[src/design/bnps_pkg.sv]
// Shared types, constants and prefix compare function for the boot name prefix scanner.
package bnps_pkg;

  localparam int unsigned NAME_BYTES   = 11;
  localparam int unsigned CNT_W        = $clog2(NAME_BYTES + 1);
  localparam int unsigned IDX_W        = $clog2(NAME_BYTES);
  localparam int unsigned PREFIX_COUNT = 11;
  localparam int unsigned PREFIX_MAX   = 5;

  typedef logic [NAME_BYTES-1:0][7:0] win_t;

  typedef enum logic [1:0] {
    ST_FOUND = 2'd0,
    ST_NONE  = 2'd1,
    ST_TRUNC = 2'd2
  } status_e;

  // Result request from the window stage to the output buffer.
  typedef struct packed {
    logic    load_name;
    logic    load_status;
    status_e status;
  } ev_t;

  localparam logic [PREFIX_COUNT-1:0][PREFIX_MAX-1:0][7:0] PREFIX_TABLE = '{
    '{8'h5F, 8'h53, 8'h45, 8'h43, 8'h53},
    '{8'h5F, 8'h44, 8'h45, 8'h43, 8'h53},
    '{8'h00, 8'h53, 8'h45, 8'h4C, 8'h53},
    '{8'h5F, 8'h44, 8'h45, 8'h4C, 8'h53},
    '{8'h5F, 8'h53, 8'h50, 8'h43, 8'h53},
    '{8'h5F, 8'h53, 8'h50, 8'h4C, 8'h53},
    '{8'h5F, 8'h4D, 8'h50, 8'h4C, 8'h53},
    '{8'h5F, 8'h53, 8'h55, 8'h43, 8'h53},
    '{8'h5F, 8'h53, 8'h55, 8'h4C, 8'h53},
    '{8'h5F, 8'h58, 8'h50, 8'h41, 8'h50},
    '{8'h5F, 8'h58, 8'h50, 8'h43, 8'h50}
  };

  localparam logic [PREFIX_COUNT-1:0][2:0] PREFIX_LEN = '{
    3'd5, 3'd5, 3'd4, 3'd5, 3'd5, 3'd5, 3'd5, 3'd5, 3'd5, 3'd5, 3'd5
  };

  // Row 0 is listed first, so it sits in the highest packed slot; characters are
  // listed last-first, so packed slot k already holds character k.
  function automatic logic [7:0] prefix_char(int unsigned p, int unsigned k);
    return PREFIX_TABLE[PREFIX_COUNT-1-p][k];
  endfunction

  function automatic int unsigned prefix_length(int unsigned p);
    return int'(PREFIX_LEN[PREFIX_COUNT-1-p]);
  endfunction

  // True if some prefix starts at pos and ends within the first avail bytes.
  function automatic logic prefix_at(win_t win, int unsigned pos, int unsigned avail);
    logic hit;
    logic same;
    hit = 1'b0;
    for (int unsigned p = 0; p < PREFIX_COUNT; p++) begin
      same = (pos + prefix_length(p) <= avail) && (pos + prefix_length(p) <= NAME_BYTES);
      for (int unsigned k = 0; k < PREFIX_MAX; k++) begin
        if (k < prefix_length(p)) begin
          if (pos + k >= NAME_BYTES) begin
            same = 1'b0;
          end else if (win[IDX_W'(pos + k)] != prefix_char(p, k)) begin
            same = 1'b0;
          end
        end
      end
      hit = hit | same;
    end
    return hit;
  endfunction

endpackage

[src/design/bnps_window.sv]
// Byte window, fill count and prefix match decision for the boot name prefix scanner.
module bnps_window
  import bnps_pkg::*;
(
  input  logic       clk_i,
  input  logic       rst_ni,
  input  logic       accept_i,
  input  logic [7:0] byte_i,
  input  logic       last_i,
  output logic       found_o,
  output ev_t        ev_o,
  output win_t       win_o
);

  win_t             win_q, win_d;
  logic [CNT_W-1:0] seen_q, seen_d, seen_new;
  logic             found_q, found_d;
  logic             full_q, full_new, head_hit, tail_hit;
  logic [NAME_BYTES-1:0] pos_hit;

  assign full_q   = (seen_q >= CNT_W'(NAME_BYTES));
  assign seen_new = full_q ? seen_q : seen_q + CNT_W'(1);
  assign full_new = (seen_new >= CNT_W'(NAME_BYTES));

  // Append while filling, shift once full.
  always_comb begin
    for (int unsigned j = 0; j < NAME_BYTES; j++) begin
      if (!full_q) begin
        win_d[j] = (seen_q == CNT_W'(j)) ? byte_i : win_q[j];
      end else if (j == NAME_BYTES - 1) begin
        win_d[j] = byte_i;
      end else begin
        win_d[j] = win_q[j+1];
      end
    end
  end

  assign head_hit = full_new && prefix_at(win_d, 0, NAME_BYTES);

  // Untested positions at region end; position zero is already tested when full.
  always_comb begin
    for (int unsigned pos = 0; pos < NAME_BYTES; pos++) begin
      pos_hit[pos] = prefix_at(win_d, pos, int'(seen_new)) && !(full_new && pos == 0);
    end
  end
  assign tail_hit = |pos_hit;

  always_comb begin
    ev_o = '{load_name: 1'b0, load_status: 1'b0, status: ST_FOUND};
    if (accept_i && !found_q) begin
      if (head_hit) begin
        ev_o.load_name = 1'b1;
      end else if (last_i) begin
        ev_o.load_status = 1'b1;
        ev_o.status      = tail_hit ? ST_TRUNC : ST_NONE;
      end
    end
  end

  always_comb begin
    seen_d  = seen_q;
    found_d = found_q;
    if (accept_i) begin
      if (last_i) begin
        seen_d  = '0;
        found_d = 1'b0;
      end else if (!found_q) begin
        seen_d  = seen_new;
        found_d = head_hit;
      end
    end
  end

  always_ff @(posedge clk_i or negedge rst_ni) begin
    if (!rst_ni) begin
      seen_q  <= '0;
      found_q <= 1'b0;
      win_q   <= '0;
    end else begin
      seen_q  <= seen_d;
      found_q <= found_d;
      if (accept_i) begin
        if (last_i) begin
          win_q <= '0;
        end else if (!found_q) begin
          win_q <= win_d;
        end
      end
    end
  end

  assign found_o = found_q;
  assign win_o   = win_d;

endmodule

[src/design/bnps_emit.sv]
// Result buffer that plays out a found name or a single status result.
module bnps_emit
  import bnps_pkg::*;
(
  input  logic       clk_i,
  input  logic       rst_ni,
  input  ev_t        ev_i,
  input  win_t       win_i,
  input  logic       take_i,
  output logic       busy_o,
  output logic       final_o,
  output logic [7:0] byte_o,
  output status_e    status_o
);

  win_t             buf_q, buf_d;
  logic [CNT_W-1:0] cnt_q, cnt_d;
  status_e          status_q, status_d;

  always_comb begin
    buf_d    = buf_q;
    cnt_d    = cnt_q;
    status_d = status_q;
    if (ev_i.load_name) begin
      buf_d    = win_i;
      cnt_d    = CNT_W'(NAME_BYTES);
      status_d = ST_FOUND;
    end else if (ev_i.load_status) begin
      buf_d    = '0;
      cnt_d    = CNT_W'(1);
      status_d = ev_i.status;
    end else if (take_i) begin
      // Advance to the next byte of the name.
      for (int unsigned j = 0; j < NAME_BYTES - 1; j++) begin
        buf_d[j] = buf_q[j+1];
      end
      cnt_d = cnt_q - CNT_W'(1);
    end
  end

  always_ff @(posedge clk_i or negedge rst_ni) begin
    if (!rst_ni) begin
      cnt_q <= '0;
    end else begin
      cnt_q <= cnt_d;
    end
  end

  always_ff @(posedge clk_i) begin
    buf_q    <= buf_d;
    status_q <= status_d;
  end

  assign busy_o   = (cnt_q != '0);
  assign final_o  = (cnt_q == CNT_W'(1));
  assign byte_o   = buf_q[0];
  assign status_o = status_q;

endmodule

[src/design/boot_name_prefix_scanner_core.sv]
// Top level of the boot name prefix scanner: stream ports, window stage and result buffer.
// Each result is registered and appears in the cycle after the byte that causes it. One
// input byte per cycle; a found name plays out as eleven results, one per cycle while the
// sink is ready. Until a name is found in the region, input stalls while the buffer holds
// a result other than the final one leaving in this cycle; after a name, bytes flow freely.
// Reset (rst_ni low, asynchronous): window cleared, fill count zero, buffer empty.
module boot_name_prefix_scanner_core
  import bnps_pkg::*;
(
  input  logic       clk_i,
  input  logic       rst_ni,
  input  logic       s_axis_tvalid_i,
  output logic       s_axis_tready_o,
  input  logic [7:0] s_axis_tdata_i,   // [7:0] data_byte
  input  logic       s_axis_tlast_i,   // end_of_region
  output logic       m_axis_tvalid_o,
  input  logic       m_axis_tready_i,
  output logic [7:0] m_axis_tdata_o,   // [7:0] name_byte
  output logic [1:0] m_axis_tuser_o,   // [1:0] status
  output logic       m_axis_tlast_o    // last_result
);

  logic    in_acc, out_take, found, busy, final_res;
  ev_t     ev;
  win_t    win;
  status_e status;

  // Once a name is found, bytes up to the end mark give no result, so take them freely.
  // Otherwise take a byte only when the buffer is empty or sends its final result now.
  assign s_axis_tready_o = found || !busy || (final_res && m_axis_tready_i);
  assign in_acc          = s_axis_tvalid_i && s_axis_tready_o;
  assign out_take        = busy && m_axis_tready_i;

  bnps_window u_window (
    .clk_i    (clk_i),
    .rst_ni   (rst_ni),
    .accept_i (in_acc),
    .byte_i   (s_axis_tdata_i),
    .last_i   (s_axis_tlast_i),
    .found_o  (found),
    .ev_o     (ev),
    .win_o    (win)
  );

  bnps_emit u_emit (
    .clk_i    (clk_i),
    .rst_ni   (rst_ni),
    .ev_i     (ev),
    .win_i    (win),
    .take_i   (out_take),
    .busy_o   (busy),
    .final_o  (final_res),
    .byte_o   (m_axis_tdata_o),
    .status_o (status)
  );

  assign m_axis_tvalid_o = busy;
  assign m_axis_tuser_o  = status;
  assign m_axis_tlast_o  = final_res;

  // A status result is always a single, final transaction.
  a_status_single: assert property (@(posedge clk_i) disable iff (!rst_ni)
    (m_axis_tvalid_o && m_axis_tuser_o != ST_FOUND) |-> m_axis_tlast_o)
    else $error("status result without last mark");

  // Status results carry a zero byte.
  a_status_zero: assert property (@(posedge clk_i) disable iff (!rst_ni)
    (m_axis_tvalid_o && m_axis_tuser_o != ST_FOUND) |-> (m_axis_tdata_o == 8'h00))
    else $error("status result with nonzero byte");

  // Never load a new result over one that is still pending.
  a_no_overwrite: assert property (@(posedge clk_i) disable iff (!rst_ni)
    ((ev.load_name || ev.load_status) && busy) |-> (final_res && m_axis_tready_i))
    else $error("result buffer overwritten");

endmodule

[config.mk]
export PLATFORM = sky130hd
export DESIGN_NAME = boot_name_prefix_scanner_core
export DESIGN_NICKNAME = d
export VERILOG_FILES = /design/src/design/bnps_pkg.sv /design/src/design/bnps_window.sv /design/src/design/bnps_emit.sv /design/src/design/boot_name_prefix_scanner_core.sv
export SDC_FILE = /design/constraint.sdc
export NUM_CORES = 1
export LEC_CHECK = 0
export BUFFER_PORTS_ARGS = -buffer_cell sky130_fd_sc_hd__buf_4
export CAP_MARGIN = 15
export CORE_MARGIN = 1
export CORE_UTILIZATION = 45
export CTS_BUF_LIST = sky130_fd_sc_hd__clkbuf_4
export CTS_CLUSTER_SIZE = 28
export DETAILED_ROUTE_END_ITERATION = 6
export PLACE_DENSITY = 0.71
export SLEW_MARGIN = 20
export SYNTH_ARGS = -nofsm -noshare
export SYNTH_HDL_FRONTEND = slang
export SYNTH_SLANG_ARGS = --single-unit
[constraint.sdc]
create_clock -name clk_i -period 5.83 [get_ports clk_i]
set_clock_uncertainty 0.15 [all_clocks]
set_input_delay 0.8745 -clock clk_i [delete_from_list [all_inputs] [get_ports clk_i]]
set_output_delay 0.8745 -clock clk_i [all_outputs]
set_load 0.02 [all_outputs]
# [Word level (Yosys, flattened, before mapping)]
# Cells that the tools add are included.
[word_totals] input_bits=13 register_bits=187 out_inout_bits=13 wordCells=578
[op_classes] n_eq_ne=97 muxes=346 n_lt_le_gt_ge=10 reduce_logical=17 n_bitwise=80 n_addsub=2
[ops] op="$ne A8 B7 Y1 const B" count=85
[ops] op="$mux W1" count=308
[ops] op="$mux W88" count=3
[ops] op="$mux W8" count=23
[ops] op="$mux W80" count=2
[ops] op="$or A1 B1 Y1" count=80
[ops] op="$mux W4" count=7
[ops] op="$eq A4 B3 Y1 const B" count=4
[ops] op="$le A3 B4 Y1 const A" count=4
[ops] op="$le A4 B4 Y1 const A" count=4
[ops] op="$eq A4 B4 Y1 const B" count=3
[ops] op="$eq A4 B1 Y1 const B" count=2
[ops] op="$eq A4 B2 Y1 const B" count=2
[ops] op="$ge A4 B4 Y1 const B" count=2
[ops] op="$reduce_or A8 Y1" count=1
[ops] op="$logic_and A1 B1 Y1" count=6
[ops] op="$mux W3" count=2
[ops] op="$add A4 B1 Y4 const B" count=1
[ops] op="$logic_not A4 Y1" count=1
[ops] op="$reduce_bool A4 Y1" count=1
[ops] op="$sub A4 B1 Y4 const B" count=1
[ops] op="$logic_not A1 Y1" count=3
[ops] op="$reduce_bool A3 Y1" count=1
[ops] op="$logic_or A1 B1 Y1" count=2
[ops] op="other kinds (4)" count=4

# [Logic depth before layout (Yosys ltp)]
[logic_depth] depth_word=27 ltp_mapped=19

# [By module]
# A second synthesis with hierarchy kept.
[hier_totals] hier_cells=1313 area_unflattened_um2=12390.6
[by_module_without_submodules] mod="bnps_window" area_per_inst_um2=8435.6 cells_each=1074 instances=1 seq_area_each_um2=2327.2
[by_module_without_submodules] mod="bnps_emit" area_per_inst_um2=3925.0 cells_each=233 instances=1 seq_area_each_um2=2782.7
[by_module_without_submodules] mod="boot_name_prefix_scanner_core" area_per_inst_um2=30.0 cells_each=6 instances=1 seq_area_each_um2=0.0

# [Worst setup path after synthesis]
# No wires, ideal clock.
[synth_path] path_kind="register to register" start="register u_window.seen_q[0]" end="register u_emit.buf_q[10] (netlist name), enable pin" slack_ns=0.165 path_buffers=2 period_less_slack_ns=5.665 required_ns=5.228 path_stages_with_launch=15 t_arrival_ns=5.063 setup_ns=0.452 cell_sequence="dfrtp_1 clkbuf_1 inv_1 ha_1 nor2b_1 clkbuf_1 o311ai_2 nand3_2 or4_1 or4_1 o221ai_1 a21oi_1 nor2_1 a21oi_2 nand2b_1"
[synth_via] elab_chain_cells=23 word_cells_on_any_way=82 cone_classes="add/sub: 1; order compare: 2; eq/ne: 17; mux: 49; bitwise: 10; reduce/logical: 3"
[synth_lines] item="from (decl)" line_no="bnps_window.sv:16" rtl="logic [CNT_W-1:0] seen_q, seen_d, seen_new;"
[synth_lines] item="from (signal assigned)" line_no="bnps_window.sv:80" rtl="seen_q <= seen_d;"
[synth_lines] item="parallel branches: the longest is 19 deep, another holds $ge A4 B4 Y1"
[synth_lines] item="$logic_and A1 B1 Y1 *" line_no="bnps_window.sv:38" rtl="assign head_hit = full_new && prefix_at(win_d, 0, NAME_BYTES);"
[synth_lines] item="$mux W3 / $mux W1 (equally long branches)" line_no="bnps_window.sv:51" rtl="if (head_hit) begin"
[synth_lines] item="$mux W4 *" line_no="bnps_window.sv:50" rtl="if (accept_i && !found_q) begin"
[synth_lines] item="$reduce_bool A3 Y1 (no line) *"
[synth_lines] item="to (signal assigned)" line_no="bnps_emit.sv:50" rtl="buf_q <= buf_d;"
[synth_lines] item="to (decl)" line_no="bnps_emit.sv:16" rtl="win_t buf_q, buf_d;"
# Every way passes the cells marked *.
# A chain may end at the register's enable or synchronous reset.

==> key figures <==
CTS
  – Root Buffer Master: clkbuf_4
  – Clock edge transition at the registers on the reported setup and hold paths: 190 ps
  – Hold Buf Count CTS: 0
  – Worst skew pair latency: 650 ps
  – Post-CTS setup buffers: 0
  – Clock sink count: 187
  – Num CTS Buffers: 17
  – TritonCTS clock tree: yes
  – H-tree depth: 4
  – CTS max path bufs: 2
  – Post-CTS sizing: 0

Detailed routing
  – Via density: 6.67
  – DR iter-0 viols: 1724
  – Remaining DRCs: 0
  – Vias: 12100
  – Routed WL: 44000 µm
  – Drt first pass iters: 6
  – Routed Antenna Nets: 0
  – Routed WL per cell: 24.2 µm

Global routing
  – Antenna violations before repair: 1
  – Vias in the first global route: 11300
  – First-pass GRT wire length: 67800 µm
  – Congestion Overflow GR: 0
  – GRT Total Usage: 0.311
  – Largest net degree at the start of global routing: 79

Synth
  – Syn Inst Count: 1457
  – Mean Syn Cell Area: 8.69 µm²
  – Compound-Gate Fraction of Synth Area: 0.241
  – Ys flop type: dfrtp_1
  – Sequential area share after synthesis: 0.404
  – Post-synthesis adder-cell area fraction: 0.00781
  – Number of distinct library cells after synthesis: 102
  – Simple-Gate Fraction of Synth Area: 0.263
  – Largest family of logic cells by synthesized area: simple AND/OR/NAND/NOR gates
  – Area leader, netlist: edfxtp_1
  – Share of flip-flops with an asynchronous set or reset: 0.519
  – Area contributors post-synth: edfxtp_1 (21%), dfrtp_1 (19%), o21ai_0 (6.4%)
  – EDFF count, synth: 88
  – YS warnings: 0
  – Synth Register Bits: 187
  – Post-Synthesis Net Count: 1477
  – Top cell type's share of synthesized area: 0.209
  – XOR/XNOR share of the synthesized area: 0.00692
  – Mux cell area share after synthesis: 0.0127
  – Syn Std Cell Area: 12700 µm²

Worst setup path
  – Worst endpoint data arrival time: 5400 ps
  – Setup CP Type: reg -> reg
  – Critical Path RT: 6090 ps
  – Startpoint Class: flip-flop
  – Crit Reg-Reg Endpoint: u_emit.buf_q[40]
  – Crit. End Element: flip-flop
  – Setup slack, reg-to-reg: 680 ps
  – CP max FO: 35
  – RR Startpoint: u_window.seen_q[0]
  – Cell depth of the worst flop-to-flop path: 14

Floorplan
  – DIE AREA: 28800 µm²
  – Die height: 170 µm
  – I/O pin cnt: 26
  – Initial Util: 0.457
  – Die width: 170 µm
  – Rows: 61
  – Core box area: 27700 µm²

Cells and area
  – Final core utilization: 0.482
  – Area grow syn2layout: 5.37%
  – Layout cell share with drive strength beyond 1: 0.114
  – # nets final: 1448

Placed design
  – Post-DP HPWL: 31200 µm
  – Port bufs: 25
  – GPL Wtd Cong: 1.06

Flow run
  – Maxcap violations: 0

Power
  – Power density cells: 361 nW/µm²
  – Maximum vdd drop: 0.000175 V
  – Static Leak: 4.82 nW

Timing
  – Setup violations, final: 0
  – Fmax: 194 MHz
  – Tightest Pin Transition: 1100 ps
  – Post-layout min period: 5150 ps
  – Max-slew violation count: 0
  – Final Hold Viols: 0
  – Max-slew headroom: 0.263
  – Fin crit share: 0.883
  – Setup TNS Final: 0 ps
  – RSZ-0062 raised after global routing: false

Run status
  – Outcome: completed

Worst hold path
  – Worst hold path type: in -> async
kinds of logic after synthesis:
| kind of cell | Yosys count |
|---|---|
| buf+inv | 154 |
| mux | 16 |
| compound gates | 452 |
| xor+xnor | 10 |
| fa+ha+maj | 8 |
| simple gates | 630 |
| flops | 187 |
synthesized netlist by cell type, types with 17 or more instances:
cell type  number
o21ai_0       162
nand2_1       154
nor2_1        104
dfrtp_1        97
nand3_1        96
edfxtp_1       88
a21oi_1        54
nor3_1         48
clkbuf_1       47
inv_1          35
and3_1         27
buf_2          26
nand4_1        24
nor2b_1        23
nor4_1         21
o22ai_1        20
a22o_1         19
o21ai_1        19
buf_4          17
worst max-delay path, stage by stage, from the launching register on:
cell and delay [ps]:
dfrtp_1 530, inv_1 190, ha_1 190, nor2b_1 600
o32ai_1 190, a221oi_2 250, buf_4 200, nand3_1 70
or4_1 550, or4_1 610, o221ai_1 110, a21oi_1 140
or3_4 530, buf_12 250, o21ai_0 340
final cells by class:
cell class                 instances  area, µm²
clock inverter                    15        161
inverter                          37        139
fill                            2703      14400
sequential                       187       5110
tap                              378        473
multi-input combinational       1116       6770
antenna                            1       2.50
timing repair buffer              69        556
clock buffer                      17        128
placed cells by master (no fill, tap or decap), drive strengths merged, types with 23 or more instances in the layout:
master,netlist,final
o21ai,184,184
nand2,158,158
nor2,106,106
nand3,97,97
dfrtp,97,97
edfxtp,88,88
buf,70,69
a21oi,55,55
nor3,48,48
inv,37,43
and3,27,27
nand4,24,24
nor2b,24,24
nor4,23,23
report_power, final:
part | internal [mW] | switching [mW] | total (mW)
registers | 1.76 | 0.230 | 1.99
logic | 0.707 | 1.35 | 2.06
clock network | 0.263 | 0.505 | 0.769
through the flow:
stage | std cells | setup WS [ps] | cell area [µm²] | power, mW | hold slack (ps)
after floorplan | 1457 | 165 | 12700 | 3.35 | 314
after global placement | 1787 | 897 | 13000 | 3.98 | 333
after detailed placement | 1787 | 905 | 13000 | 4.02 | 332
after CTS | 1819 | 839 | 13300 | 4.78 | 54.8
after global routing | 1820 | 549 | 13300 | 5.07 | 79.6
final | 1820 | 685 | 13300 | 4.82 | 65.0
flip-flops by register name, indices dropped and copies added (netlist names):
register          count
u_emit.byte_o         8
u_window.win_q       88
u_emit.buf_q         80
u_emit.cnt_q          4
u_emit.status_o       2
u_window.found_o      1
u_window.seen_q       4
how the worst max path moves through the flow:
stage                             endpoint          startpoint  slack, ps
after floorplan           u_emit.buf_q[10]  u_window.seen_q[0]        160
after global placement    u_emit.buf_q[41]  u_window.seen_q[0]        900
after detailed placement  u_emit.buf_q[41]  u_window.seen_q[0]        900
after CTS                 u_emit.buf_q[40]  u_window.seen_q[0]        840
after global routing      u_emit.buf_q[60]  u_window.seen_q[0]        550
final                     u_emit.buf_q[40]  u_window.seen_q[0]        680
routing by layer:
metal  GRT usage  wire (µm)
met3      0.0525       3990
met4       0.146       2020
met5           0          0
met1       0.422      18200
met2       0.482      19700
Power figures use the tool's default switching activity.
